[src/sv/ecal_pkg.sv]
// Shared types and constants for the epoch millisecond to local calendar converter.
package ecal_pkg;

    localparam int unsigned EPOCH_W  = 64;
    localparam int unsigned TZ_W     = 12;
    localparam int unsigned APB_AW   = 3;
    localparam int unsigned APB_DW   = 32;

    localparam int unsigned SPLIT_STAGES = 5;
    localparam int unsigned BACK_STAGES  = 7;
    localparam int unsigned STAGES       = SPLIT_STAGES + BACK_STAGES + 2;

    localparam int unsigned DAYS_W      = 22;
    localparam int unsigned SOD_MS_W    = 27;
    localparam int unsigned DAY_SHIFT   = 10;
    localparam int unsigned STATUS_W    = 2;
    localparam int unsigned YEAR_W      = 14;
    localparam int unsigned MONTH_W     = 4;
    localparam int unsigned DAY_W       = 5;
    localparam int unsigned HOUR_W      = 5;
    localparam int unsigned MIN_W       = 6;
    localparam int unsigned SEC_W       = 6;
    localparam int unsigned SLEEP_W     = 15;
    localparam int unsigned SLEEP_MIN_W = 11;

    localparam int unsigned MS_PER_MIN     = 60000;
    localparam int unsigned MAX_OFFSET_MIN = 1440;
    localparam int unsigned MIN_PER_DAY    = 24 * 60;
    localparam int unsigned SEC_PER_HOUR   = 3600;
    localparam int unsigned FIRST_YEAR     = 2020;
    localparam int unsigned SLEEP_DAY_MAX  = 24836;
    localparam int unsigned DAY_MS_SHR     = 86400 * 1000 / (1 << DAY_SHIFT);

    localparam logic [EPOCH_W-1:0] MS_FIRST_YEAR = 64'd1577836800000;
    localparam logic [EPOCH_W-1:0] MS_LIMIT      = 64'd253402300800000;

    typedef enum logic [STATUS_W-1:0] {
        ST_OK       = 2'd0,
        ST_OVERFLOW = 2'd1,
        ST_RANGE    = 2'd2,
        ST_EARLY    = 2'd3
    } t_status;

    typedef struct packed {
        t_status               status;
        logic [DAYS_W-1:0]     days;
        logic [SOD_MS_W-1:0]   sod_ms;
    } t_split;

    typedef struct packed {
        t_status                 status;
        logic [HOUR_W-1:0]       hour;
        logic [MIN_W-1:0]        minute;
        logic [SEC_W-1:0]        second;
        logic [SLEEP_W-1:0]      sleep_num;
        logic                    sleep_ok;
        logic [SLEEP_MIN_W-1:0]  sleep_minute;
    } t_tod;

    typedef struct packed {
        logic [YEAR_W-1:0]  year;
        logic [MONTH_W-1:0] month;
        logic [DAY_W-1:0]   day;
    } t_date;

endpackage

[src/sv/ecal_split.sv]
// Offset addition, range status and split of local time into day number and ms of day.
module ecal_split (
    input  logic                                i_clk,
    input  logic [ecal_pkg::SPLIT_STAGES-1:0]   i_en,
    input  logic [ecal_pkg::EPOCH_W-1:0]        i_epoch,
    input  logic [ecal_pkg::TZ_W-1:0]           i_tz,
    output ecal_pkg::t_split                    o_split
);
    import ecal_pkg::*;

    localparam int unsigned LOCAL_W = EPOCH_W + 1;
    localparam int unsigned OFF_W   = 29;
    localparam int unsigned Q_W     = 48;
    localparam int unsigned HALF_W  = Q_W / 2;
    localparam int unsigned M_W     = 32;
    localparam int unsigned P_W     = HALF_W + M_W;
    localparam int unsigned FULL_W  = Q_W + M_W;
    localparam int unsigned REM_W   = 18;
    localparam int unsigned FRAC_W  = SOD_MS_W - DAY_SHIFT;

    localparam logic [63:0]          M_WIDE    = (64'd1 << Q_W) / 64'(DAY_MS_SHR);
    localparam logic [M_W-1:0]       M_DAY     = M_W'(M_WIDE);
    localparam logic [Q_W-1:0]       DIVISOR   = Q_W'(DAY_MS_SHR);
    localparam logic [REM_W-1:0]     DIV_REM   = REM_W'(DAY_MS_SHR);
    localparam logic signed [OFF_W-1:0] OFF_SCALE = OFF_W'(MS_PER_MIN);
    localparam logic signed [TZ_W-1:0]  TZ_MAX    = TZ_W'(MAX_OFFSET_MIN);
    localparam logic signed [TZ_W-1:0]  TZ_MIN    = -TZ_MAX;

    logic signed [TZ_W-1:0]    tz_s;
    logic signed [OFF_W-1:0]   off_ms;
    logic signed [LOCAL_W-1:0] sum;
    logic                      tz_bad;
    logic                      sum_ovf;

    logic [EPOCH_W-1:0]        r1_local;
    logic                      r1_bad;

    t_status                   n2_status;
    logic [Q_W-1:0]            y2;
    logic [P_W-1:0]            p_lo;
    logic [P_W-1:0]            p_hi;
    t_status                   r2_status;
    logic [Q_W-1:0]            r2_y;
    logic [DAY_SHIFT-1:0]      r2_low;
    logic [P_W-1:0]            r2_plo;
    logic [P_W-1:0]            r2_phi;

    logic [FULL_W-1:0]         full;
    t_status                   r3_status;
    logic [DAYS_W-1:0]         r3_q;
    logic [Q_W-1:0]            r3_y;
    logic [DAY_SHIFT-1:0]      r3_low;

    logic [Q_W-1:0]            prod4;
    logic [Q_W-1:0]            diff4;
    t_status                   r4_status;
    logic [DAYS_W-1:0]         r4_q;
    logic [REM_W-1:0]          r4_rem;
    logic [DAY_SHIFT-1:0]      r4_low;

    logic                      fix5;
    logic [REM_W-1:0]          rem5;
    t_split                    n5_split;
    t_split                    r5_split;

    assign tz_s    = signed'(i_tz);
    assign off_ms  = tz_s * OFF_SCALE;
    assign tz_bad  = (tz_s < TZ_MIN) || (tz_s > TZ_MAX);
    assign sum     = LOCAL_W'(signed'(i_epoch)) + LOCAL_W'(off_ms);
    assign sum_ovf = sum[LOCAL_W-1] ^ sum[LOCAL_W-2];

    always_comb begin
        if (r1_bad) begin
            n2_status = ST_OVERFLOW;
        end else if (r1_local[EPOCH_W-1] || (r1_local >= MS_LIMIT)) begin
            n2_status = ST_RANGE;
        end else if (r1_local < MS_FIRST_YEAR) begin
            n2_status = ST_EARLY;
        end else begin
            n2_status = ST_OK;
        end
    end

    assign y2   = r1_local[DAY_SHIFT +: Q_W];
    assign p_lo = y2[HALF_W-1:0] * M_DAY;
    assign p_hi = y2[Q_W-1:HALF_W] * M_DAY;

    assign full  = {r2_phi, HALF_W'(0)} + FULL_W'(r2_plo);

    assign prod4 = Q_W'(r3_q) * DIVISOR;
    assign diff4 = r3_y - prod4;

    assign fix5 = r4_rem >= DIV_REM;
    assign rem5 = fix5 ? (r4_rem - DIV_REM) : r4_rem;

    always_comb begin
        n5_split.status = r4_status;
        n5_split.days   = fix5 ? (r4_q + DAYS_W'(1)) : r4_q;
        n5_split.sod_ms = {rem5[FRAC_W-1:0], r4_low};
    end

    always_ff @(posedge i_clk) begin
        if (i_en[0]) begin
            r1_local <= sum[EPOCH_W-1:0];
            r1_bad   <= tz_bad | sum_ovf;
        end
        if (i_en[1]) begin
            r2_status <= n2_status;
            r2_y      <= y2;
            r2_low    <= r1_local[DAY_SHIFT-1:0];
            r2_plo    <= p_lo;
            r2_phi    <= p_hi;
        end
        if (i_en[2]) begin
            r3_status <= r2_status;
            r3_q      <= full[Q_W +: DAYS_W];
            r3_y      <= r2_y;
            r3_low    <= r2_low;
        end
        if (i_en[3]) begin
            r4_status <= r3_status;
            r4_q      <= r3_q;
            r4_rem    <= diff4[REM_W-1:0];
            r4_low    <= r3_low;
        end
        if (i_en[4]) begin
            r5_split <= n5_split;
        end
    end

    assign o_split = r5_split;

endmodule

[config.mk]
export PLATFORM = sky130hd
export DESIGN_NAME = ecal_split
export DESIGN_NICKNAME = d
export VERILOG_FILES = /design/src/sv/ecal_pkg.sv /design/src/sv/ecal_split.sv
export SDC_FILE = /design/constraint.sdc
export NUM_CORES = 2
export LEC_CHECK = 0
export BUFFER_PORTS_ARGS = -buffer_cell sky130_fd_sc_hd__buf_2
export CAP_MARGIN = 0
export CELL_PAD_IN_SITES_DETAIL_PLACEMENT = 0
export CELL_PAD_IN_SITES_GLOBAL_PLACEMENT = 2
export CORE_UTILIZATION = 48
export CTS_CLUSTER_SIZE = 28
export DETAILED_ROUTE_END_ITERATION = 7
export PLACE_DENSITY = 0.95
export SYNTH_ARGS = -nofsm -noshare
export SYNTH_HDL_FRONTEND = slang
export SYNTH_SLANG_ARGS = --single-unit
export TNS_END_PERCENT = 1
[constraint.sdc]
create_clock -name i_clk -period 16.25 [get_ports i_clk]
set_input_delay 3.25 -clock i_clk [delete_from_list [all_inputs] [get_ports i_clk]]
set_output_delay 3.25 -clock i_clk [all_outputs]
set_load 0.02 [all_outputs]
Word-level counts from Yosys, hierarchy flattened
Index checks and enable logic that the tools add are counted.
W data, S select, Z words.
{"block": "word_totals", "romBits": 0, "elab_cells": 40, "ramBits": 0, "in_bits": 82, "memories": 0, "reg_bits": 352, "latch_bits": 0, "output_inout_bits": 51}
{"block": "op_classes", "bitwise_logic": 2, "div_mod_pow": 0, "n_shift": 0, "n_eq_ne": 0, "n_mux": 4, "n_addsub": 5, "multipliers": 4, "reduce_logical": 2, "magnitude_cmp": 5}
{"operator": "$add A70 B56 Y70", "count": 1}
{"operator": "$add A64 B29 Y65", "count": 1}
{"operator": "$ge A64 B48 Y1 const B", "count": 1}
{"operator": "$lt A64 B41 Y1 const B", "count": 1}
{"operator": "$mul A24 B32 Y56 const B", "count": 1}
{"operator": "$mul A24 B32 Y46 const B", "count": 1}
{"operator": "$mul A12 B12 Y24 const B", "count": 1}
{"operator": "$add A22 B1 Y22 const B", "count": 1}
{"operator": "$mul A22 B17 Y18 const B", "count": 1}
{"operator": "$mux W22", "count": 1}
{"operator": "$ge A18 B17 Y1 const B", "count": 1}
{"operator": "$sub A18 B18 Y18", "count": 1}
{"operator": "$mux W17", "count": 1}
{"operator": "$sub A17 B17 Y17 const B", "count": 1}
{"operator": "$gt A12 B12 Y1 const B", "count": 1}
{"operator": "$lt A12 B12 Y1 const B", "count": 1}
{"operator": "$mux W2", "count": 2}
{"operator": "$logic_or A1 B1 Y1", "count": 2}
{"operator": "$or A1 B1 Y1", "count": 1}
{"operator": "$xor A1 B1 Y1", "count": 1}

Depth between registers and ports, before layout
{"block": "logic_depth", "ltp_word": 4, "mapped_depth": 31, "ltp_nobuf": 30}

Worst setup path after synthesis
No wires, ideal clock.
{"block": "synth_path", "path_kind": "input -> register", "start": "in i_tz[3] in the netlist's numbering", "end": "reg r1_bad (data pin)", "slack_ns": 4.795, "arrival_time_ns": 11.190, "path_buffers": 1, "setup_time_ns": 0.265, "stages": 31, "cell_sequence": "inv_1 ha_1 inv_1 fa_1 inv_1 fa_1 inv_1 fa_1 fa_1 inv_1 ha_1 and2_1 a22o_1 nor4_1 a21oi_1 a41o_1 o41a_1 or4_1 nand3_1 ha_1 clkbuf_1 a21oi_1 o21ai_1 a21o_1 a21o_1 a211o_1 a221o_1 o2111ai_2 a211oi_1 o21a_1 or3_1"}
{"block": "synth_between", "elab_chain_cells": 4, "word_cells_on_any_way": 7, "classes_between": "1 x add/sub; 1 x mul; 2 x order compare; 2 x bitwise; 1 x reduce/logical"}
{"element": "start: declaration", "line": "ecal_split.sv:6", "source": "input logic [ecal_pkg::TZ_W-1:0] i_tz,"}
{"element": "$mul A12 B12 Y24", "line": "ecal_split.sv:67", "source": "assign off_ms = tz_s * OFF_SCALE;"}
{"element": "$add A64 B29 Y65", "line": "ecal_split.sv:69", "source": "assign sum = LOCAL_W'(signed'(i_epoch)) + LOCAL_W'(off_ms);"}
{"element": "$xor A1 B1 Y1", "line": "ecal_split.sv:70", "source": "assign sum_ovf = sum[LOCAL_W-1] ^ sum[LOCAL_W-2];"}
{"element": "$or A1 B1 Y1 *", "line": "ecal_split.sv:105", "source": "r1_bad <= tz_bad | sum_ovf;"}
{"element": "end signal: assignment", "line": "ecal_split.sv:105"}
{"element": "end: declaration", "line": "ecal_split.sv:36", "source": "logic r1_bad;"}
Mark *: on every way between the ends. The rest lies on a longest branch, timed or not.
A chain may end at the register's enable or synchronous reset.

Worst setup path in the final report
{"block": "layout_path", "start": "in i_tz[4] in the netlist's numbering", "end": "reg r1_bad (data pin)"}
Same word-level chain as after synthesis.

==> results.toml <==
[run_status]
status = "finished, final reports clean"

[yosys]
synth_common_cells = "inv_1 (1094), ha_1 (774), fa_1 (712), edfxtp_1 (328), a21oi_1 (181)"
synth_edf_count = 328
netlist.area_leader.share = 0.306
syn_nets = 5839
avgSynthCellArea_um2 = 10.9
yosysMostFrequentCell = "inv_1"
synthTopCellsByArea = "fa_1 (31%), edfxtp_1 (21%), ha_1 (21%)"
postSynthCellCount = 4271
ys.flop_type = "edfxtp_1"
yosys.area.top_type = "fa_1"
ys_seq_area_frac = 0.211
yosys_warnings = 0
async_flop_share = 0
syn_area_mm2 = 0.0466
ys_seq_elements = 328
synth.distinct_cells = 83

[route]
drcViolationCount = 0
first_iter_violations = 1975
vias = 29800
ant_nets = 0
avgRoutedWirePerCell_um = 19.7
viasPerCell = 5.22
drtPass1Iterations = 8
routed_wl_um = 113000

[global_routing]
antenna_found_initial = 2
grt_overflow = 0
grt_pass1_wl_um = 177000
grt_max_degree = 76
track_usage = 0.236
grt_pass1_vias = 31300

[worst_setup_path]
crit_buf_inv = 7
reg2reg_slack_ns = 8.09
reg2reg_depth = 23
setup.worst_path.start = "i_tz[4]"
r2r-end = "r2_plo[54]"
required_ns = 16.57
critPathCaptureType = "register"
cp_slowest_stage_delay_ns = 0.54
worstPathArrival_ns = 11.54
crit_slowest_cell = "fa_1"
crit_path_max_fanout = 37
cp.depth = 32
critical_path_class = "in2reg"
worstReg2RegStart = "r1_local[23]"
crit_top_cell = "inv_1"
critPathLaunchType = "primary input"
path_delay_family = "adder cells"
setup.worst_path.end = "r1_bad"

[clock_network]
clock_latency_ns = 0.57
htree_levels = 2
cts_tree = "done"
clockRootBuffer = "clkbuf_16"
cts_resized = 0
clkSinkCount = 328
ctsHoldBuffers = 0
clk_pin_slew_ns = 0.06
post_cts.repair.setup_buffers = 0
cts_buffer_depth = 3
cts_buffers = 39

[floorplanning]
fp.dieH_um = 313
rows = 113
die_w_um = 313
start_util = 0.487
die-area_mm2 = 0.0983
pin_count = 133
core-area_mm2 = 0.0956

[finish]
nNetsFinal = 5993
layout-drive-gt1-share = 0.0541
areaGrowthSynthToFinish_pct = 7.36

[hold_path]
hold_class = "reg2reg"

[timing]
final.setup.tns_ns = 0
period_share = 0.691
rsz0062_at_grt = "no"
tightest_slew_ns = 1.01
fin_skew_ns = 0.0221
hold_viol = 0
setup_viol = 0
slew_headroom = 0.327
period_needed_ns = 11.22
max_freq_mhz = 89.1
drv_slew = 0

[placement]
portBuffers = 132
gp_congestion = 1.00
place_hpwl_um = 99000

[flow_run]
drv_cap = 0
per-layer routing:
layer / GRT usage / routed length, um
met5: 0 / 0
met4: 0.0462 / 2230
met3: 0.0373 / 6890
met2: 0.386 / 52000
met1: 0.333 / 51800
worst min path at each step:
stage / from / to / slack [ns] / depth (start not counted)
after floorplan: r4_low[0] / o_split[0] / 0.40 / 0
after global placement: r2_y[12] / r3_y[12] / 0.40 / 0
after detailed placement: r1_local[6] / r2_low[6] / 0.40 / 0
after CTS: r3_low[5] / r4_low[5] / 0.41 / 0
after global routing: r3_low[7] / r4_low[7] / 0.41 / 0
final: r3_low[5] / r4_low[5] / 0.41 / 0
layout make-up:
class / instances / area [um^2]
Timing Repair Buffer: 142 / 738
Inverter: 1094 / 4110
Antenna cell: 1 / 2.50
Clock buffer: 44 / 995
Multi-Input combinational cell: 2820 / 32500
Tap cell: 1265 / 1580
Clock inverter: 24 / 221
Fill cell: 8636 / 45600
Sequential cell: 328 / 9850
kinds of logic (layout without fill, tap and decap cells):
| family | after synthesis | after routing | synth area share |
|---|---|---|---|
| muxes | 3 | 3 | 0.000645 |
| buffers and inverters | 1123 | 1304 | 0.0906 |
| other | 0 | 1 | 0 |
| and+or+nand+nor | 523 | 523 | 0.0577 |
| AOI/OAI and AO/OA | 563 | 563 | 0.0794 |
| adders and majority gates | 1486 | 1486 | 0.514 |
| DFF | 328 | 328 | 0.211 |
| xor gates and xnor gates | 245 | 245 | 0.0461 |
registers in the layout, summed over array words and instances (netlist names):
name / cells
r1_local: 64
o_split: 51
r2_phi: 46
r2_plo: 32
r3_q: 22
r4_q: 22
r2_y: 18
r3_y: 18
r4_rem: 18
r2_low: 10
r3_low: 10
r4_low: 10
r2_status: 2
r3_status: 2
r4_status: 2
r1_bad: 1
cell usage in the layout (no fill, tap or decap), types with 15 or more instances in the layout:
master and n:
inv_1 1094, ha_1 774, fa_1 712, edfxtp_1 328
a21oi_1 181, xnor2_1 170, buf_2 131, nand2_1 128
a21o_1 107, nor2_1 103, o21ai_0 87, xor2_1 75
nand3_1 53, nand4_1 41, clkbuf_16 39, nor3_1 32
and3_1 30, o21bai_1 26, nand2b_1 23, nor2b_1 22
a31oi_1 18, or2_2 18, a211oi_1 17, and2_1 15
worst register-to-register path: cells and delay by family, from the launching register on:
family,cells,cell delay (ns)
AO/OA/AOI/OAI,5,1.70
XOR/XNOR,1,0.46
adder cells (fa/ha/maj),8,3.90
buffers and inverters,5,0.74
flip-flops,1,0.71
AND/OR/NAND/NOR,4,0.38
through the flow:
step / hold slack [ns] / cells / utilization / worst slack, ns / instance area [um^2]
floorplan: 0.400 / 4271 / - / 4.79 / 46600
global placement: 0.401 / 5649 / 0.510 / 4.49 / 48800
detailed placement: 0.405 / 5649 / 0.510 / 4.45 / 48800
CTS: 0.409 / 5717 / 0.523 / 5.03 / 50000
global route: 0.414 / 5717 / 0.523 / 4.61 / 50000
finish: 0.406 / 5718 / 0.523 / 5.03 / 50000
Power is not shown: default switching activity piles up to over one toggle a cycle in this logic, so the estimate is an artifact.
