===== src/sv/ecal_pkg.sv =====
// Shared types and constants for the epoch millisecond to local calendar converter.
package ecal_pkg;

    localparam int unsigned EPOCH_W  = 64;
    localparam int unsigned TZ_W     = 12;
    localparam int unsigned APB_AW   = 3;
    localparam int unsigned APB_DW   = 32;

    localparam int unsigned SPLIT_STAGES = 5;
    localparam int unsigned BACK_STAGES  = 7;
    localparam int unsigned STAGES       = SPLIT_STAGES + BACK_STAGES + 2;

    localparam int unsigned DAYS_W      = 22;
    localparam int unsigned SOD_MS_W    = 27;
    localparam int unsigned DAY_SHIFT   = 10;
    localparam int unsigned STATUS_W    = 2;
    localparam int unsigned YEAR_W      = 14;
    localparam int unsigned MONTH_W     = 4;
    localparam int unsigned DAY_W       = 5;
    localparam int unsigned HOUR_W      = 5;
    localparam int unsigned MIN_W       = 6;
    localparam int unsigned SEC_W       = 6;
    localparam int unsigned SLEEP_W     = 15;
    localparam int unsigned SLEEP_MIN_W = 11;

    localparam int unsigned MS_PER_MIN     = 60000;
    localparam int unsigned MAX_OFFSET_MIN = 1440;
    localparam int unsigned MIN_PER_DAY    = 24 * 60;
    localparam int unsigned SEC_PER_HOUR   = 3600;
    localparam int unsigned FIRST_YEAR     = 2020;
    localparam int unsigned SLEEP_DAY_MAX  = 24836;
    localparam int unsigned DAY_MS_SHR     = 86400 * 1000 / (1 << DAY_SHIFT);

    localparam logic [EPOCH_W-1:0] MS_FIRST_YEAR = 64'd1577836800000;
    localparam logic [EPOCH_W-1:0] MS_LIMIT      = 64'd253402300800000;

    typedef enum logic [STATUS_W-1:0] {
        ST_OK       = 2'd0,
        ST_OVERFLOW = 2'd1,
        ST_RANGE    = 2'd2,
        ST_EARLY    = 2'd3
    } t_status;

    typedef struct packed {
        t_status               status;
        logic [DAYS_W-1:0]     days;
        logic [SOD_MS_W-1:0]   sod_ms;
    } t_split;

    typedef struct packed {
        t_status                 status;
        logic [HOUR_W-1:0]       hour;
        logic [MIN_W-1:0]        minute;
        logic [SEC_W-1:0]        second;
        logic [SLEEP_W-1:0]      sleep_num;
        logic                    sleep_ok;
        logic [SLEEP_MIN_W-1:0]  sleep_minute;
    } t_tod;

    typedef struct packed {
        logic [YEAR_W-1:0]  year;
        logic [MONTH_W-1:0] month;
        logic [DAY_W-1:0]   day;
    } t_date;

endpackage


===== src/sv/ecal_tod.sv =====
// Time of day, sleep day and minutes since the sleep day's noon start.
module ecal_tod (
    input  logic                               i_clk,
    input  logic [ecal_pkg::BACK_STAGES-1:0]   i_en,
    input  ecal_pkg::t_split                   i_split,
    output ecal_pkg::t_tod                     o_tod
);
    import ecal_pkg::*;

    localparam int unsigned X1_W  = SOD_MS_W - 3;
    localparam int unsigned SOD_W = 17;
    localparam int unsigned REM_W = 12;

    localparam logic [63:0] ONE = 64'd1;

    localparam int unsigned K_SEC  = 31;
    localparam int unsigned MW_SEC = 25;
    localparam logic [MW_SEC-1:0] M_SEC = MW_SEC'(((ONE << K_SEC) + 64'd124) / 64'd125);
    localparam int unsigned K_HR  = 29;
    localparam int unsigned MW_HR = 18;
    localparam logic [MW_HR-1:0] M_HR = MW_HR'(((ONE << K_HR) + 64'd3599) / 64'd3600);
    localparam int unsigned K_MIN  = 18;
    localparam int unsigned MW_MIN = 13;
    localparam logic [MW_MIN-1:0] M_MIN = MW_MIN'(((ONE << K_MIN) + 64'd59) / 64'd60);

    localparam logic [SOD_W-1:0]       HOUR_SECS = SOD_W'(SEC_PER_HOUR);
    localparam logic [REM_W-1:0]       MIN_SECS  = REM_W'(60);
    localparam logic [SLEEP_MIN_W-1:0] HOUR_MINS = SLEEP_MIN_W'(60);
    localparam logic [HOUR_W-1:0]      NOON      = HOUR_W'(12);
    localparam logic [DAYS_W-1:0]      SLEEP_MAX = DAYS_W'(SLEEP_DAY_MAX);

    logic [X1_W+MW_SEC-1:0]   sec_p;
    logic [SOD_W-1:0]         r1_sod;
    logic [DAYS_W-1:0]        r1_days;
    t_status                  r1_status;

    logic [SOD_W+MW_HR-1:0]   hr_p;
    logic [HOUR_W-1:0]        r2_hr;
    logic [SOD_W-1:0]         r2_sod;
    logic [DAYS_W-1:0]        r2_days;
    t_status                  r2_status;

    logic [SOD_W-1:0]         rem3;
    logic [REM_W-1:0]         r3_rem;
    logic [HOUR_W-1:0]        r3_hr;
    logic [DAYS_W-1:0]        r3_days;
    t_status                  r3_status;

    logic [REM_W+MW_MIN-1:0]  min_p;
    logic [MIN_W-1:0]         r4_mi;
    logic [REM_W-1:0]         r4_rem;
    logic [HOUR_W-1:0]        r4_hr;
    logic [DAYS_W-1:0]        r4_days;
    t_status                  r4_status;

    logic                     pm5;
    logic [HOUR_W-1:0]        hr_adj5;
    logic [REM_W-1:0]         sec5;
    logic [DAYS_W-1:0]        sleep5;
    logic                     ok5;
    t_tod                     n5_tod;
    t_tod                     r5_tod;
    t_tod                     r6_tod;
    t_tod                     r7_tod;

    assign sec_p = i_split.sod_ms[SOD_MS_W-1:3] * M_SEC;
    assign hr_p  = r1_sod * M_HR;
    assign rem3  = r2_sod - SOD_W'(r2_hr) * HOUR_SECS;
    assign min_p = r3_rem * M_MIN;

    assign pm5     = r4_hr >= NOON;
    assign hr_adj5 = pm5 ? (r4_hr - NOON) : (r4_hr + NOON);
    assign sec5    = r4_rem - REM_W'(r4_mi) * MIN_SECS;
    assign sleep5  = pm5 ? r4_days : (r4_days - DAYS_W'(1));
    assign ok5     = sleep5 <= SLEEP_MAX;

    always_comb begin
        n5_tod.status       = r4_status;
        n5_tod.hour         = r4_hr;
        n5_tod.minute       = r4_mi;
        n5_tod.second       = sec5[SEC_W-1:0];
        n5_tod.sleep_num    = ok5 ? sleep5[SLEEP_W-1:0] : '0;
        n5_tod.sleep_ok     = ok5;
        n5_tod.sleep_minute = SLEEP_MIN_W'(hr_adj5) * HOUR_MINS + SLEEP_MIN_W'(r4_mi);
    end

    always_ff @(posedge i_clk) begin
        if (i_en[0]) begin
            r1_sod    <= sec_p[K_SEC +: SOD_W];
            r1_days   <= i_split.days;
            r1_status <= i_split.status;
        end
        if (i_en[1]) begin
            r2_hr     <= hr_p[K_HR +: HOUR_W];
            r2_sod    <= r1_sod;
            r2_days   <= r1_days;
            r2_status <= r1_status;
        end
        if (i_en[2]) begin
            r3_rem    <= rem3[REM_W-1:0];
            r3_hr     <= r2_hr;
            r3_days   <= r2_days;
            r3_status <= r2_status;
        end
        if (i_en[3]) begin
            r4_mi     <= min_p[K_MIN +: MIN_W];
            r4_rem    <= r3_rem;
            r4_hr     <= r3_hr;
            r4_days   <= r3_days;
            r4_status <= r3_status;
        end
        if (i_en[4]) begin
            r5_tod <= n5_tod;
        end
        if (i_en[5]) begin
            r6_tod <= r5_tod;
        end
        if (i_en[6]) begin
            r7_tod <= r6_tod;
        end
    end

    assign o_tod = r7_tod;

endmodule


===== config.mk =====
export PLATFORM = sky130hd
export DESIGN_NAME = ecal_tod
export DESIGN_NICKNAME = d
export VERILOG_FILES = /design/src/sv/ecal_pkg.sv /design/src/sv/ecal_tod.sv
export SDC_FILE = /design/constraint.sdc
export NUM_CORES = 1
export LEC_CHECK = 0
export BUFFER_PORTS_ARGS = -buffer_cell sky130_fd_sc_hd__clkbuf_2
export CORE_MARGIN = 1
export CORE_UTILIZATION = 62
export CTS_CLUSTER_SIZE = 16
export DETAILED_ROUTE_END_ITERATION = 6
export PLACE_DENSITY = 0.8
export SYNTH_ARGS = -nofsm -noshare
export SYNTH_HDL_FRONTEND = slang
export SYNTH_SLANG_ARGS = --single-unit

===== constraint.sdc =====
create_clock -name i_clk -period 7.18 [get_ports i_clk]
set_clock_uncertainty 0.1 [all_clocks]
set_input_delay 0 -clock i_clk [delete_from_list [all_inputs] [get_ports i_clk]]
set_output_delay 0 -clock i_clk [all_outputs]
set_load 0.005 [all_outputs]

* Word-level counts from Yosys, hierarchy flattened
Cells that the tools add are included.
Storage, ports and cells: bits in registers 302, output and inout port bits 46
Cells by class: add/sub/neg operators 6, multipliers 6, $lt $le $gt $ge 2, multiplexer cells 2
Operators with widths (count):
- multiplier 24 x 24 -> 47 bit, second input constant | 1
- multiplier 17 x 18 -> 34 bit, second input constant | 1
- multiplier 12 x 12 -> 23 bit, second input constant | 1
- less-or-equal comparator 22 x 15 -> 1 bit, second input constant | 1
- two-way mux 22 bit | 1
- subtractor 22 x 1 -> 22 bit, second input constant | 1
- subtractor 12 bit | 1
- adder 11 x 6 -> 11 bit | 1
- multiplier 5 x 4 -> 9 bit, second input constant | 1
- multiplier 5 x 8 -> 8 bit, second input constant | 1
- multiplier 6 x 4 -> 4 bit, second input constant | 1
- subtractor 6 bit | 1
- adder 5 x 4 -> 5 bit, second input constant | 1
- greater-or-equal comparator 5 x 4 -> 1 bit, second input constant | 1
- two-way mux 5 bit | 1
- subtractor 5 x 4 -> 5 bit, second input constant | 1

* Depth between registers and ports, before layout
word-level depth 4, gate-level depth with buffers 23, depth with buffers taken out 23

* Worst setup path before layout
OpenSTA, ideal clock, no wires.
path kind input -> register, start input port i_split[25] (netlist bit), end register r1_sod[16] (data pin), library setup time 0.262 ns, arrival time 5.482 ns, required time 6.818 ns, slack 1.336 ns, cell stages on the path 23, path buffers 0, cell sequence inv_1 -> ha_1 -> fa_1 -> inv_1 -> ha_1 -> inv_1 -> fa_1 -> inv_1 -> fa_1 -> fa_1 -> inv_1 -> fa_1 -> inv_1 -> ha_1 -> a21oi_1 -> o21ai_0 -> a2111oi_1 -> o211ai_1 -> o21ai_1 -> o31ai_1 -> nor4b_1 -> o31ai_1 -> xnor2_1
On the way: longest elaborated chain between the ends 1
RTL lines:
- start: declaration | RTL line ecal_tod.sv:5 | input ecal_pkg::t_split i_split,
- multiplier 24 x 24 -> 47 bit | RTL line ecal_tod.sv:66 | assign sec_p = i_split.sod_ms[SOD_MS_W-1:3] * M_SEC;
- named net sec_p[47] | RTL line ecal_tod.sv:32 | logic [X1_W+MW_SEC-1:0] sec_p;
- end signal: assignment | RTL line ecal_tod.sv:89 | r1_sod <= sec_p[K_SEC +: SOD_W];
- end: declaration | RTL line ecal_tod.sv:33 | logic [SOD_W-1:0] r1_sod;
The timed path passes the listed nets, and every way through them passes these cells. A chain may end at the register's enable or synchronous reset.

* Final worst setup path
start register r1_sod[9], end register r2_hr[3] (data pin)
On the way: longest elaborated chain between the ends 1
RTL lines:
- multiplier 17 x 18 -> 34 bit | RTL line ecal_tod.sv:67 | assign hr_p = r1_sod * M_HR;
- named net hr_p[32] | RTL line ecal_tod.sv:37 | logic [SOD_W+MW_HR-1:0] hr_p;
- end signal: assignment | RTL line ecal_tod.sv:94 | r2_hr <= hr_p[K_HR +: HOUR_W];
- end: declaration | RTL line ecal_tod.sv:38 | logic [HOUR_W-1:0] r2_hr;
The timed path passes the listed nets, and every way through them passes these cells.

==> out/summary.log <==
[synth] leading post-synthesis cells by cell area sky130_fd_sc_hd__edfxtp_1 35%, sky130_fd_sc_hd__ha_1 25%, sky130_fd_sc_hd__fa_1 21%, sky130_fd_sc_hd__inv_1 8.5%, sky130_fd_sc_hd__xnor2_1 1.6%
[clocking] TritonCTS buffer count 27
[sta] Fin. Hold Viols 0
[setup_path] cell breakdown of the critical path inv_1 -> ha_1 -> inv_1 -> ha_1 -> fa_1 -> inv_1 -> fa_1 -> inv_1 -> fa_1 -> inv_1 -> fa_1 -> inv_1 -> ha_1 -> nand4_1 -> nor2_1 -> nor3_1 -> a21oi_1 -> nor2_1 -> o211ai_1 -> o211ai_1 -> a21oi_1 -> a31oi_1
[clocking] clock root buffer sky130_fd_sc_hd__clkbuf_16
[grt] vias in the first global route 15,710
[setup_path] category of the most critical setup path register to register
[die] Initial Utilization 62.88%
[synth] number of warnings issued by yosys 0
[synth] cell area after synthesis 0.02504 sq mm
[grt] busiest grt layer met2
[final_layout] Syn-to-layout area delta 9.239%
[synth] number of flops mapped to enable cells by yosys 296
[clocking] Clock Sinks 296
[sta] Setup Total Neg Slack 0 ps
[routing] number of antenna-violating nets in the routed design 0
[clocking] number of resized instances in the post-cts repair step 0
[synth] most instantiated library cell after synthesis sky130_fd_sc_hd__inv_1
[setup_path] combined buffer and inverter count along the critical path 6
[final_layout] Total Nets Final 3,006
[die] Core Box Area 0.03982 sq mm
[grt] met2 usage 45.88%
[placed_design] GP Congestion 0.8811
[synth] synth cell count leaders 568 x sky130_fd_sc_hd__inv_1, 502 x sky130_fd_sc_hd__ha_1, 296 x sky130_fd_sc_hd__edfxtp_1
[final_layout] non-filler instance count after layout 2,729
[setup_path] highest cell delay on the worst timing path 650 ps
[grt] met1 usage in global routing 27.97%
[setup_path] cell at the slowest stage of the critical path sky130_fd_sc_hd__edfxtp_1
[die] Die ar. 0.04120 sq mm
[synth] fraction of synthesized cell area taken by the top area cell type 35.50%
[synth] cells after synthesis 2,022
[outcome] outcome completed
[routing] WL/cell 16.76 um
[final_layout] Filler cells 2,771
[synth] Distinct cells, synth 58
[final_layout] share of layout cells above drive strength 1 7.626%
[routing] post-route DRC violation count 0
[sta] Final Max Tran Viols 0
[synth] cell accounting for the most synthesized area sky130_fd_sc_hd__edfxtp_1
[setup_path] worst reg2reg setup slack 1190 ps
[worst_hold_path] path class of the lowest-slack min-delay path input pin to register
[routing] vias after detailed routing 14,430
[placed_design] number of cells after detailed placement 2,657
[die] count of boundary I/O pins 105
[grt] wire length of the first global-routing pass 76.12 mm
[sta] share of the cycle needed by the critical path after routing 83.38%
[final_layout] multi-input combinational cell area 0.01398 sq mm
[die] die outline width 203.0 um
[setup_path] Top Family by Delay on Critical Path adder cells
[grt] global-route usage over all layers 23.63%
[grt] met3 usage 1.910%
[final_layout] sequential cell area 0.008889 sq mm
[clocking] TritonCTS clock tree done
[grt] leftover overflow at the end of global routing 0
[sta] total setup violations reported at the end of the flow 0
[synth] count of state elements after synthesis 296
[routing] length of the first detailed-routing pass in iterations 5
[sta] Relative slew margins 29.16%
[sta] Achievable Freq 167.0 MHz
[synth] share of flip-flops with an asynchronous set or reset 0%
[sta] shortest clock period the worst path allows after layout 5987 ps
[clocking] H-tree level count 1
[clocking] Longest Clk Path Bufs 3
[sta] Worst Max-Slew Pin Slew 1063 ps
[die] vertical extent of the die 203.0 um
[synth] net count after synthesis 2,843
[placed_design] post-detailed-placement half-perimeter wirelength 36.44 mm
[setup_path] maximum fanout count along the critical path 8
[synth] top_reg_cell synth sky130_fd_sc_hd__edfxtp_1
[sta] setup repair after global routing missed its margin no
[setup_path] nature of the critical path endpoint register
[run] number of violations of the max-capacitance limit 0
[setup_path] most numerous cell on the critical path sky130_fd_sc_hd__inv_1
[worst_hold_path] number of instances on the worst hold path 2
[synth] post-synthesis average cell area 12.38 sq um
[clocking] clk_lat worst skew 550 ps
[placed_design] number of input and output port buffers inserted 101
[routing] average via count per standard cell 5.288
[setup_path] worst reg-to-reg path cell count 22
[setup_path] critical path required time 7350 ps
[setup_path] Critical Path Stages 22
[placed_design] placement-stage cell area 0.02627 sq mm
[grt] number of antenna violations at the first check in global routing 1
[grt] maximum number of pins on one net before global-route repair 45
[clocking] clock transition at the registers of the reported paths 70 ps
[setup_path] Crit path arrival time 6160 ps
[setup_path] crit path launch type register
[synth] sequential fraction of the synthesis area 35.50%
[routing] total wirelength of the detailed-routed design 45.74 mm
[routing] Detailed Route Iter0 Violations 589
[die] num rows 73
[final_layout] Final Instance Area 0.02736 sq mm
## per-stage QoR
stage / hold slack, ps / utilization, % / worst slack (ps)
5_1_grt: 60.54 / 68.69 / 759.3
3_5_place_dp: 78.62 / 65.96 / 664.8
2_1_floorplan: -1.131 / - / 1336
4_1_cts: 44.83 / 68.68 / 1211
3_3_place_gp: 78.42 / 65.96 / 736.9
6_report: 62.10 / 68.69 / 1193
## state kept, by name (all words and copies together) (netlist names), 17 cells and up
register  cells
r5_tod       44
r4_days      22
r2_days      22
r6_tod       44
r1_sod       17
o_tod        44
r1_days      22
r3_days      22
## path summary, 6_finish.rpt
path / end / start
setup / recovery: r2_hr[3] / r1_sod[9]
hold / removal: r1_days[21] / i_split[48]
setup reg to reg: r2_hr[3] / r1_sod[9]
hold reg to reg: r6_tod[22] / r5_tod[22]
## cell type report
cell class                      instances  share of cell area (%)
Multi-Input combinational cell       1153                   51.10
Sequential cell                       296                   32.49
Inverter                              568                   7.794
Timing Repair Buffer                  139                   3.110
Clock buffer                           35                   2.580
Tap cell                              525                   2.401
Clock inverter                         12                  0.5077
Antenna cell                            1                0.009148
## layer usage
| metal | share of wire, % | vias to the layer above |
|---|---|---|
| met2 | 55 | 261 |
| met4 | 2.1 | 0 |
| met3 | 3.2 | 68 |
| met1 | 40 | 7137 |
| met5 | 0 | - |
| li1 | - | 6966 |
## cells by family after synthesis
family,synth area share (%)
flip-flops,35.50
XOR/XNOR,2.448
adder cells (fa/ha/maj),45.87
AND/OR/NAND/NOR,3.383
buffers and inverters,8.679
AO/OA/AOI/OAI,4.127
## placed cells by master (no fill, tap or decap), types with 22 or more instances in the layout
cell / netlist / final
sky130_fd_sc_hd__edfxtp_1: 296 / 296
sky130_fd_sc_hd__a21o_1: 22 / 22
sky130_fd_sc_hd__a21oi_1: 56 / 56
sky130_fd_sc_hd__clkbuf_2: 0 / 101
sky130_fd_sc_hd__clkbuf_16: 0 / 27
sky130_fd_sc_hd__fa_1: 260 / 260
sky130_fd_sc_hd__nor2_1: 35 / 35
sky130_fd_sc_hd__inv_1: 568 / 568
sky130_fd_sc_hd__nand2_1: 27 / 27
sky130_fd_sc_hd__o21ai_0: 30 / 30
sky130_fd_sc_hd__dlygate4sd3_1: 0 / 24
sky130_fd_sc_hd__ha_1: 502 / 502
sky130_fd_sc_hd__xnor2_1: 45 / 45
sky130_fd_sc_hd__xor2_1: 25 / 25
## timing repair
action | in CTS | in global routing
hold buffers | 24 | 0
hold endpoints to repair | 24 | 0
setup buffers | 0 | 0
Power is left out: the tool's default activity adds up to more than one toggle a clock period on the data nets, which glitch-free logic cannot reach.
