$ cat src/sv/ecal_pkg.sv
// Shared types and constants for the epoch millisecond to local calendar converter.
package ecal_pkg;

    localparam int unsigned EPOCH_W  = 64;
    localparam int unsigned TZ_W     = 12;
    localparam int unsigned APB_AW   = 3;
    localparam int unsigned APB_DW   = 32;

    localparam int unsigned SPLIT_STAGES = 5;
    localparam int unsigned BACK_STAGES  = 7;
    localparam int unsigned STAGES       = SPLIT_STAGES + BACK_STAGES + 2;

    localparam int unsigned DAYS_W      = 22;
    localparam int unsigned SOD_MS_W    = 27;
    localparam int unsigned DAY_SHIFT   = 10;
    localparam int unsigned STATUS_W    = 2;
    localparam int unsigned YEAR_W      = 14;
    localparam int unsigned MONTH_W     = 4;
    localparam int unsigned DAY_W       = 5;
    localparam int unsigned HOUR_W      = 5;
    localparam int unsigned MIN_W       = 6;
    localparam int unsigned SEC_W       = 6;
    localparam int unsigned SLEEP_W     = 15;
    localparam int unsigned SLEEP_MIN_W = 11;

    localparam int unsigned MS_PER_MIN     = 60000;
    localparam int unsigned MAX_OFFSET_MIN = 1440;
    localparam int unsigned MIN_PER_DAY    = 24 * 60;
    localparam int unsigned SEC_PER_HOUR   = 3600;
    localparam int unsigned FIRST_YEAR     = 2020;
    localparam int unsigned SLEEP_DAY_MAX  = 24836;
    localparam int unsigned DAY_MS_SHR     = 86400 * 1000 / (1 << DAY_SHIFT);

    localparam logic [EPOCH_W-1:0] MS_FIRST_YEAR = 64'd1577836800000;
    localparam logic [EPOCH_W-1:0] MS_LIMIT      = 64'd253402300800000;

    typedef enum logic [STATUS_W-1:0] {
        ST_OK       = 2'd0,
        ST_OVERFLOW = 2'd1,
        ST_RANGE    = 2'd2,
        ST_EARLY    = 2'd3
    } t_status;

    typedef struct packed {
        t_status               status;
        logic [DAYS_W-1:0]     days;
        logic [SOD_MS_W-1:0]   sod_ms;
    } t_split;

    typedef struct packed {
        t_status                 status;
        logic [HOUR_W-1:0]       hour;
        logic [MIN_W-1:0]        minute;
        logic [SEC_W-1:0]        second;
        logic [SLEEP_W-1:0]      sleep_num;
        logic                    sleep_ok;
        logic [SLEEP_MIN_W-1:0]  sleep_minute;
    } t_tod;

    typedef struct packed {
        logic [YEAR_W-1:0]  year;
        logic [MONTH_W-1:0] month;
        logic [DAY_W-1:0]   day;
    } t_date;

endpackage

$ cat src/sv/ecal_civil.sv
// Day number to proleptic Gregorian year, month and day.
module ecal_civil (
    input  logic                               i_clk,
    input  logic [ecal_pkg::BACK_STAGES-1:0]   i_en,
    input  logic [ecal_pkg::DAYS_W-1:0]        i_days,
    output ecal_pkg::t_date                    o_date
);
    import ecal_pkg::*;

    localparam int unsigned ERA_W  = 5;
    localparam int unsigned DOE_W  = 18;
    localparam int unsigned YOE_W  = 9;
    localparam int unsigned DOY_W  = 9;
    localparam int unsigned MP_W   = 4;
    localparam int unsigned X6_W   = 11;
    localparam int unsigned A_W    = 7;
    localparam int unsigned B_W    = 3;
    localparam int unsigned C_W    = 2;

    localparam logic [63:0] ONE = 64'd1;

    localparam int unsigned K_ERA = 40;
    localparam int unsigned MW_ERA = 23;
    localparam logic [MW_ERA-1:0] M_ERA = MW_ERA'(((ONE << K_ERA) + 64'd146096) / 64'd146097);
    localparam int unsigned K_A = 29;
    localparam int unsigned MW_A = 19;
    localparam logic [MW_A-1:0] M_A = MW_A'(((ONE << K_A) + 64'd1459) / 64'd1460);
    localparam int unsigned K_B = 34;
    localparam int unsigned MW_B = 19;
    localparam logic [MW_B-1:0] M_B = MW_B'(((ONE << K_B) + 64'd36523) / 64'd36524);
    localparam int unsigned K_Y = 27;
    localparam int unsigned MW_Y = 19;
    localparam logic [MW_Y-1:0] M_Y = MW_Y'(((ONE << K_Y) + 64'd364) / 64'd365);
    localparam int unsigned K_C = 16;
    localparam int unsigned MW_C = 10;
    localparam logic [MW_C-1:0] M_C = MW_C'(((ONE << K_C) + 64'd99) / 64'd100);
    localparam int unsigned K_M = 19;
    localparam int unsigned MW_M = 12;
    localparam logic [MW_M-1:0] M_M = MW_M'(((ONE << K_M) + 64'd152) / 64'd153);

    localparam logic [DAYS_W-1:0] SHIFT_DAYS = DAYS_W'(719468);
    localparam logic [DAYS_W-1:0] ERA_DAYS   = DAYS_W'(146097);
    localparam logic [DOE_W-1:0]  LAST_DOE   = DOE_W'(146096);
    localparam logic [DOE_W-1:0]  YEAR_DAYS  = DOE_W'(365);
    localparam logic [YEAR_W-1:0] ERA_YEARS  = YEAR_W'(400);
    localparam logic [MP_W-1:0]   MP_JAN     = MP_W'(10);

    logic [DAYS_W-1:0]        z1;
    logic [DAYS_W+MW_ERA-1:0] era_p;
    logic [DAYS_W-1:0]        r1_z;
    logic [ERA_W-1:0]         r1_era;

    logic [DAYS_W-1:0]        doe2;
    logic [DOE_W-1:0]         r2_doe;
    logic [ERA_W-1:0]         r2_era;

    logic [DOE_W+MW_A-1:0]    a_p;
    logic [DOE_W+MW_B-1:0]    b_p;
    logic [DOE_W-1:0]         t3;
    logic [DOE_W-1:0]         r3_t;
    logic [DOE_W-1:0]         r3_doe;
    logic [ERA_W-1:0]         r3_era;

    logic [DOE_W+MW_Y-1:0]    y_p;
    logic [YOE_W-1:0]         r4_yoe;
    logic [DOE_W-1:0]         r4_doe;
    logic [ERA_W-1:0]         r4_era;

    logic [YOE_W+MW_C-1:0]    c_p;
    logic [DOE_W-1:0]         yday5;
    logic [DOE_W-1:0]         doy5;
    logic [DOY_W-1:0]         r5_doy;
    logic [YOE_W-1:0]         r5_yoe;
    logic [ERA_W-1:0]         r5_era;

    logic [X6_W-1:0]          x6;
    logic [X6_W+MW_M-1:0]     m_p;
    logic [MP_W-1:0]          r6_mp;
    logic [DOY_W-1:0]         r6_doy;
    logic [YOE_W-1:0]         r6_yoe;
    logic [ERA_W-1:0]         r6_era;

    logic [DOY_W-1:0]         base7;
    logic [DOY_W-1:0]         mday7;
    logic                     jan_feb7;
    t_date                    n7_date;
    t_date                    r7_date;

    assign z1    = i_days + SHIFT_DAYS;
    assign era_p = z1 * M_ERA;

    assign doe2  = r1_z - DAYS_W'(r1_era) * ERA_DAYS;

    assign a_p = r2_doe * M_A;
    assign b_p = r2_doe * M_B;
    assign t3  = r2_doe - DOE_W'(a_p[K_A +: A_W]) + DOE_W'(b_p[K_B +: B_W])
                 - DOE_W'(r2_doe == LAST_DOE);

    assign y_p = r3_t * M_Y;

    assign c_p   = r4_yoe * M_C;
    assign yday5 = DOE_W'(r4_yoe) * YEAR_DAYS + DOE_W'(r4_yoe >> 2)
                   - DOE_W'(c_p[K_C +: C_W]);
    assign doy5  = r4_doe - yday5;

    assign x6  = X6_W'(r5_doy) * X6_W'(5) + X6_W'(2);
    assign m_p = x6 * M_M;

    always_comb begin
        case (r6_mp)
            4'd0:    base7 = 9'd0;
            4'd1:    base7 = 9'd31;
            4'd2:    base7 = 9'd61;
            4'd3:    base7 = 9'd92;
            4'd4:    base7 = 9'd122;
            4'd5:    base7 = 9'd153;
            4'd6:    base7 = 9'd184;
            4'd7:    base7 = 9'd214;
            4'd8:    base7 = 9'd245;
            4'd9:    base7 = 9'd275;
            4'd10:   base7 = 9'd306;
            4'd11:   base7 = 9'd337;
            default: base7 = 9'd0;
        endcase
    end

    assign mday7    = r6_doy - base7 + DOY_W'(1);
    assign jan_feb7 = r6_mp >= MP_JAN;

    always_comb begin
        n7_date.day   = mday7[DAY_W-1:0];
        n7_date.month = jan_feb7 ? (r6_mp - MP_W'(9)) : (r6_mp + MP_W'(3));
        n7_date.year  = YEAR_W'(r6_yoe) + YEAR_W'(r6_era) * ERA_YEARS
                        + YEAR_W'(jan_feb7);
    end

    always_ff @(posedge i_clk) begin
        if (i_en[0]) begin
            r1_z   <= z1;
            r1_era <= era_p[K_ERA +: ERA_W];
        end
        if (i_en[1]) begin
            r2_doe <= doe2[DOE_W-1:0];
            r2_era <= r1_era;
        end
        if (i_en[2]) begin
            r3_t   <= t3;
            r3_doe <= r2_doe;
            r3_era <= r2_era;
        end
        if (i_en[3]) begin
            r4_yoe <= y_p[K_Y +: YOE_W];
            r4_doe <= r3_doe;
            r4_era <= r3_era;
        end
        if (i_en[4]) begin
            r5_doy <= doy5[DOY_W-1:0];
            r5_yoe <= r4_yoe;
            r5_era <= r4_era;
        end
        if (i_en[5]) begin
            r6_mp  <= m_p[K_M +: MP_W];
            r6_doy <= r5_doy;
            r6_yoe <= r5_yoe;
            r6_era <= r5_era;
        end
        if (i_en[6]) begin
            r7_date <= n7_date;
        end
    end

    assign o_date = r7_date;

endmodule

$ cat config.mk
export PLATFORM = sky130hd
export DESIGN_NAME = ecal_civil
export DESIGN_NICKNAME = d
export VERILOG_FILES = /design/src/sv/ecal_pkg.sv /design/src/sv/ecal_civil.sv
export SDC_FILE = /design/constraint.sdc
export NUM_CORES = 2
export LEC_CHECK = 0
export BUFFER_PORTS_ARGS = -buffer_cell sky130_fd_sc_hd__buf_4
export CORE_MARGIN = 1.5
export CORE_UTILIZATION = 40
export DETAILED_ROUTE_END_ITERATION = 8
export SYNTH_ARGS = -nofsm -noshare
export SYNTH_HDL_FRONTEND = slang
export SYNTH_SLANG_ARGS = --single-unit
export TNS_END_PERCENT = 100
$ cat constraint.sdc
create_clock -name i_clk -period 11.6 [get_ports i_clk]
set_input_delay 0.58 -clock i_clk [delete_from_list [all_inputs] [get_ports i_clk]]
set_output_delay 0.58 -clock i_clk [all_outputs]
set_load 0.03 [all_outputs]
* Word level (Yosys, flattened, before mapping)
Memory sizes are Yosys's and may differ from the RTL's. A register that Yosys moved wholly into a read port is not among the register bits. Cells that the tools add are included.
Word-level totals: register bits after elaboration 170, bits in read-only memories 144, input port bits 30, output and inout bits 23, word-level logic and storage cells 50, memories kept 1
Operators by class: add/sub/neg operators 15, $mul 10, $lt $le $gt $ge 1, equal/unequal tests 1, muxes and demuxes 2
Memory list:
- (no name shown) | words 16, width 9, rd ports 1, clocked after memory_dff 1, wr ports 0, line ecal_civil.sv:110 | case (r6_mp)
Operator list (count):
- multiplier 18 x 16 -> 33 bit, second input constant | 2
- multiplier 22 x 22 -> 44 bit, second input constant | 1
- multiplier 18 x 19 -> 37 bit, second input constant | 1
- multiplier 11 x 12 -> 23 bit, second input constant | 1
- adder 22 x 20 -> 22 bit, second input constant | 1
- adder 18 x 3 -> 18 bit | 1
- == test 18 bit, second input constant | 1
- multiplier 5 x 18 -> 18 bit, second input constant | 1
- subtractor 18 x 1 -> 18 bit | 1
- subtractor 18 bit | 1
- subtractor 18 x 7 -> 18 bit | 1
- adder 14 x 1 -> 14 bit | 1
- adder 9 x 14 -> 14 bit | 1
- multiplier 9 x 6 -> 14 bit, second input constant | 1
- adder 11 x 2 -> 11 bit, second input constant | 1
- multiplier 9 x 3 -> 11 bit, second input constant | 1
- multiplier 5 x 5 -> 10 bit, second input constant | 1
- adder 9 x 7 -> 9 bit | 1
- multiplier 9 x 9 -> 9 bit, second input constant | 1
- subtractor 9 x 2 -> 9 bit | 1
- subtractor 9 bit | 1
- 2-to-1 mux 4 bit | 2
- adder 5 x 1 -> 5 bit, second input constant | 1
- subtractor 5 bit | 1
- 3 further kinds | 3

* Depth between registers and ports, before layout
depth after elaboration 4, gate-level depth with buffers 33, mapped depth without buffers 33

* Worst setup path after synthesis
No wires, ideal clock.
path type reg-to-reg, from reg r2_doe[10], to reg r3_t[16], data pin, library setup time 0.261 ns, data arrival time 8.337 ns, required time 11.339 ns, slack 3.002 ns, stages on the path, launching flop included 33, path buffers 0, cells stage by stage edfxtp_1 -> inv_1 -> ha_1 -> inv_1 -> fa_1 -> fa_1 -> inv_1 -> fa_1 -> inv_1 -> fa_1 -> inv_1 -> fa_1 -> inv_1 -> ha_1 -> a21o_1 -> a21o_1 -> a21o_1 -> a21o_1 -> a21oi_1 -> o31ai_1 -> a2111oi_0 -> a311oi_1 -> fa_1 -> inv_1 -> fa_1 -> a21o_1 -> a21oi_2 -> o21ai_1 -> a211o_1 -> a2111oi_4 -> o311ai_1 -> a21oi_1 -> xnor2_1
On the way: word-level cells in the longest chain between the ends 4, elaborated cells between the ends (all ways) 6, those cells by class add/sub: 3; mul: 2; eq/ne: 1
RTL lines:
- start: declaration | line ecal_civil.sv:54 | logic [DOE_W-1:0] r2_doe;
- start signal: assignment | line ecal_civil.sv:143 | r2_doe <= doe2[DOE_W-1:0];
- multiplier 18 x 16 -> 33 bit | line ecal_civil.sv:94 | assign a_p = r2_doe * M_A;
- subtractor 18 x 7 -> 18 bit | line ecal_civil.sv:96 | assign t3 = r2_doe - DOE_W'(a_p[K_A +: A_W]) + DOE_W'(b_p[K_B +: B_W])
- adder 18 x 3 -> 18 bit | line ecal_civil.sv:96
- subtractor 18 x 1 -> 18 bit (*) | line ecal_civil.sv:97 | - DOE_W'(r2_doe == LAST_DOE);
- via t3[16] | line ecal_civil.sv:59 | logic [DOE_W-1:0] t3;
- end signal: assignment | line ecal_civil.sv:147 | r3_t <= t3;
- end: declaration | line ecal_civil.sv:60 | logic [DOE_W-1:0] r3_t;
The timed path passes the listed nets; every way through them passes the cells marked *. A chain may end at the register's enable or synchronous reset.

* Final worst setup path
from reg r2_doe[16], to reg r3_t[16], data pin
Same word-level chain as after synthesis.

==> metrics.cfg <==
[clocking]
path_clk_slew_ps = 100
cts_max_path_buffers = 2
cts_root_buf = clkbuf_16
post_cts.repair.setup_buffers = 0
cts_buffers = 17
clk_latency_ps = 480
cts_tree = done
h-tree-depth = 4
cts.sinks = 175
holdBufCountCts = 0
cts_resized = 0

[cells_and_area]
final_layout_size_suffix_gt1_frac = 0.0371
final-seq-area_um2 = 5200
fill_cells = 8608
num-nets-final = 4896
antennaDiodeCount = 0
layout_commonest_cell = inv_1
final_cell_mix = inv_1 (918), ha_1 (893), fa_1 (593)
multiInputGateArea_um2 = 27700
area_delta_synth_final_pct = 7.27

[setup_path]
slowest_delay_ps = 640
startpoint_type = flip-flop
reg2reg_depth = 32
crit_type = flip-flop to flip-flop
crit_fanout = 9
crit_top_cell = inv_1
critPathArrivalTime_ps = 9530
required_ps = 11830
r2r_end = r3_t[16]
cp-end-kind = flip-flop
reg2reg_setup_slack_ps = 2310
cp_slowest_cell = edfxtp_1
r2r_start = r2_doe[16]

[global_route]
track_usage = 0.178
grt-ovfl-total = 0
grt_pass1_wl_um = 130000
antenna_found_initial = 1
grt_pass1_vias = 24300
grt_start_max_net_pins = 33

[min_path]
hp-class = flip-flop to flip-flop
whs_endpoint = r4_doe[3]
holdPathStages = 0
min_from = r3_doe[3]

[sta]
drv_slew = 0
max_slew.worst_pin.slew_ps = 1090
final-hold-violation-count = 0
max_slew_margin = 0.274
finalSetupViolations = 0
finClkSkew_ps = 23.3
setup_tns_ps = 0
period_needed_ps = 9290
timing.final.crit_share = 0.801
fmax_mhz = 108
rsz0062_at_grt = false
worst_slack_ps = 2310

[yosys]
async_flop_share = 0
seq_area_frac_synth = 0.143
synth_edf_count = 170
syn_avg_cell_area_um2 = 11.1
yosysWarnings = 0
synthesis.nets = 4808
ys.flop_type = edfxtp_1
ys_seq_elements = 175
netlist_instances = 3292
synth_cell_types = 69
netlist_area_um2 = 36400

[routing]
drt-initial-drc-count = 934
wl_met3_um = 2670
wl_per_cell_um = 17.0
m1WireLength_um = 35500
viasPerCell = 4.84
drtPass1Iterations = 5
num_vias = 22100
dr_wl_met2_um = 38000
ant_nets = 0
dr.max_layer_used = met4
totalWireLength_um = 77700
route.detailed.drc = 0

[floorplanning]
start_util = 0.404
die_y_um = 305
core_area_um2 = 90000
die_x_um = 305
die_area_um2 = 92800
io-pin-count = 53
rows = 110

[placed_design]
place_ws_ps = 2290
port_buffers = 52
post-dp-hpwl_um = 68400
gp_congestion = 0.940

[run]
drv_cap = 0

[run_status]
status = completed

-- critical path, delay by kind of cell (launching register included) --
| kind | cells | cell delay [ps] |
|---|---|---|
| adder cells (fa/ha/maj) | 9 | 4310 |
| XOR/XNOR | 1 | 80 |
| flip-flops | 1 | 640 |
| AO/OA/AOI/OAI | 15 | 3200 |
| buffers and inverters | 7 | 810 |
-- per-stage QoR --
stage                     instances  area [um^2]  hold WS [ps]  utilization
after floorplan                3292        36400           400            -
after global placement         4537        38400           401        0.426
after detailed placement       4537        38400           405        0.426
after CTS                      4569        39000           411        0.434
after global routing           4569        39000           413        0.434
final                          4569        39000           410        0.434
-- metal layers --
| metal | up-vias | GRT usage |
|---|---|---|
| met5 | - | 0 |
| met4 | 0 | 0.0415 |
| met3 | 81 | 0.0201 |
| met2 | 378 | 0.309 |
| met1 | 10900 | 0.238 |
| li1 | 10700 | - |
-- registers in the layout, indices dropped and copies added (netlist names), 5 cells and up --
signal  cells
r1_era      5
r2_doe     18
r4_doe      9
r4_yoe      9
o_date     23
r1_z       18
r3_era      5
r5_doy      9
r5_yoe      9
r3_t       18
r2_era      5
base7       5
r6_yoe      9
r6_doy      5
r4_era      5
r6_era      5
r5_era      5
r3_doe      9
-- worst max path at each step --
stage	slack, ps	start	to
floorplan	3000	r2_doe[10]	r3_t[16]
global placement	2380	r2_doe[16]	r3_t[16]
detailed placement	2290	r2_doe[3]	r3_t[16]
CTS	2250	r2_doe[16]	r3_t[16]
global route	1680	r2_doe[16]	r3_t[16]
finish	2310	r2_doe[16]	r3_t[16]
-- kinds of logic after synthesis --
logic type	Yosys count	synth area share
AO/OA/AOI/OAI	278	0.0513
XOR/XNOR	149	0.0361
adder cells (fa/ha/maj)	1486	0.633
buffers and inverters	922	0.0953
flip-flops	175	0.143
multiplexers	7	0.00210
AND/OR/NAND/NOR	275	0.0387
-- Yosys cell counts, drive strengths merged, types with 8 or more instances --
library cell  instances  share of area
nand3                26         0.0036
ha                  893           0.31
xnor2               107          0.026
o21a                 16         0.0033
and3                 13         0.0022
o211ai                8         0.0017
a31oi                14         0.0026
o21bai               11         0.0023
nand2b               10         0.0017
a21oi                83          0.012
nand2                46         0.0047
or2                   8         0.0014
edfxtp              170           0.14
a211oi               14         0.0029
o21ai                41         0.0056
xor2                 42          0.010
nand4                15         0.0028
inv                 918          0.095
a21o                 40         0.0083
fa                  593           0.33
or3                  14         0.0024
nor2b                13         0.0022
nor3                 33         0.0045
nor2                 67         0.0069
-- cell type report --
type | instances | share of cell area
Sequential cell | 175 | 0.133
Clock buffer | 17 | 0.0109
Multi-Input combinational cell | 2195 | 0.710
Timing Repair Buffer | 73 | 0.0140
Tap cell | 1176 | 0.0377
Clock inverter | 15 | 0.00551
Inverter | 918 | 0.0883
Power is left out: the tool's default activity adds up to more than one toggle a clock period on the data nets, which glitch-free logic cannot reach.
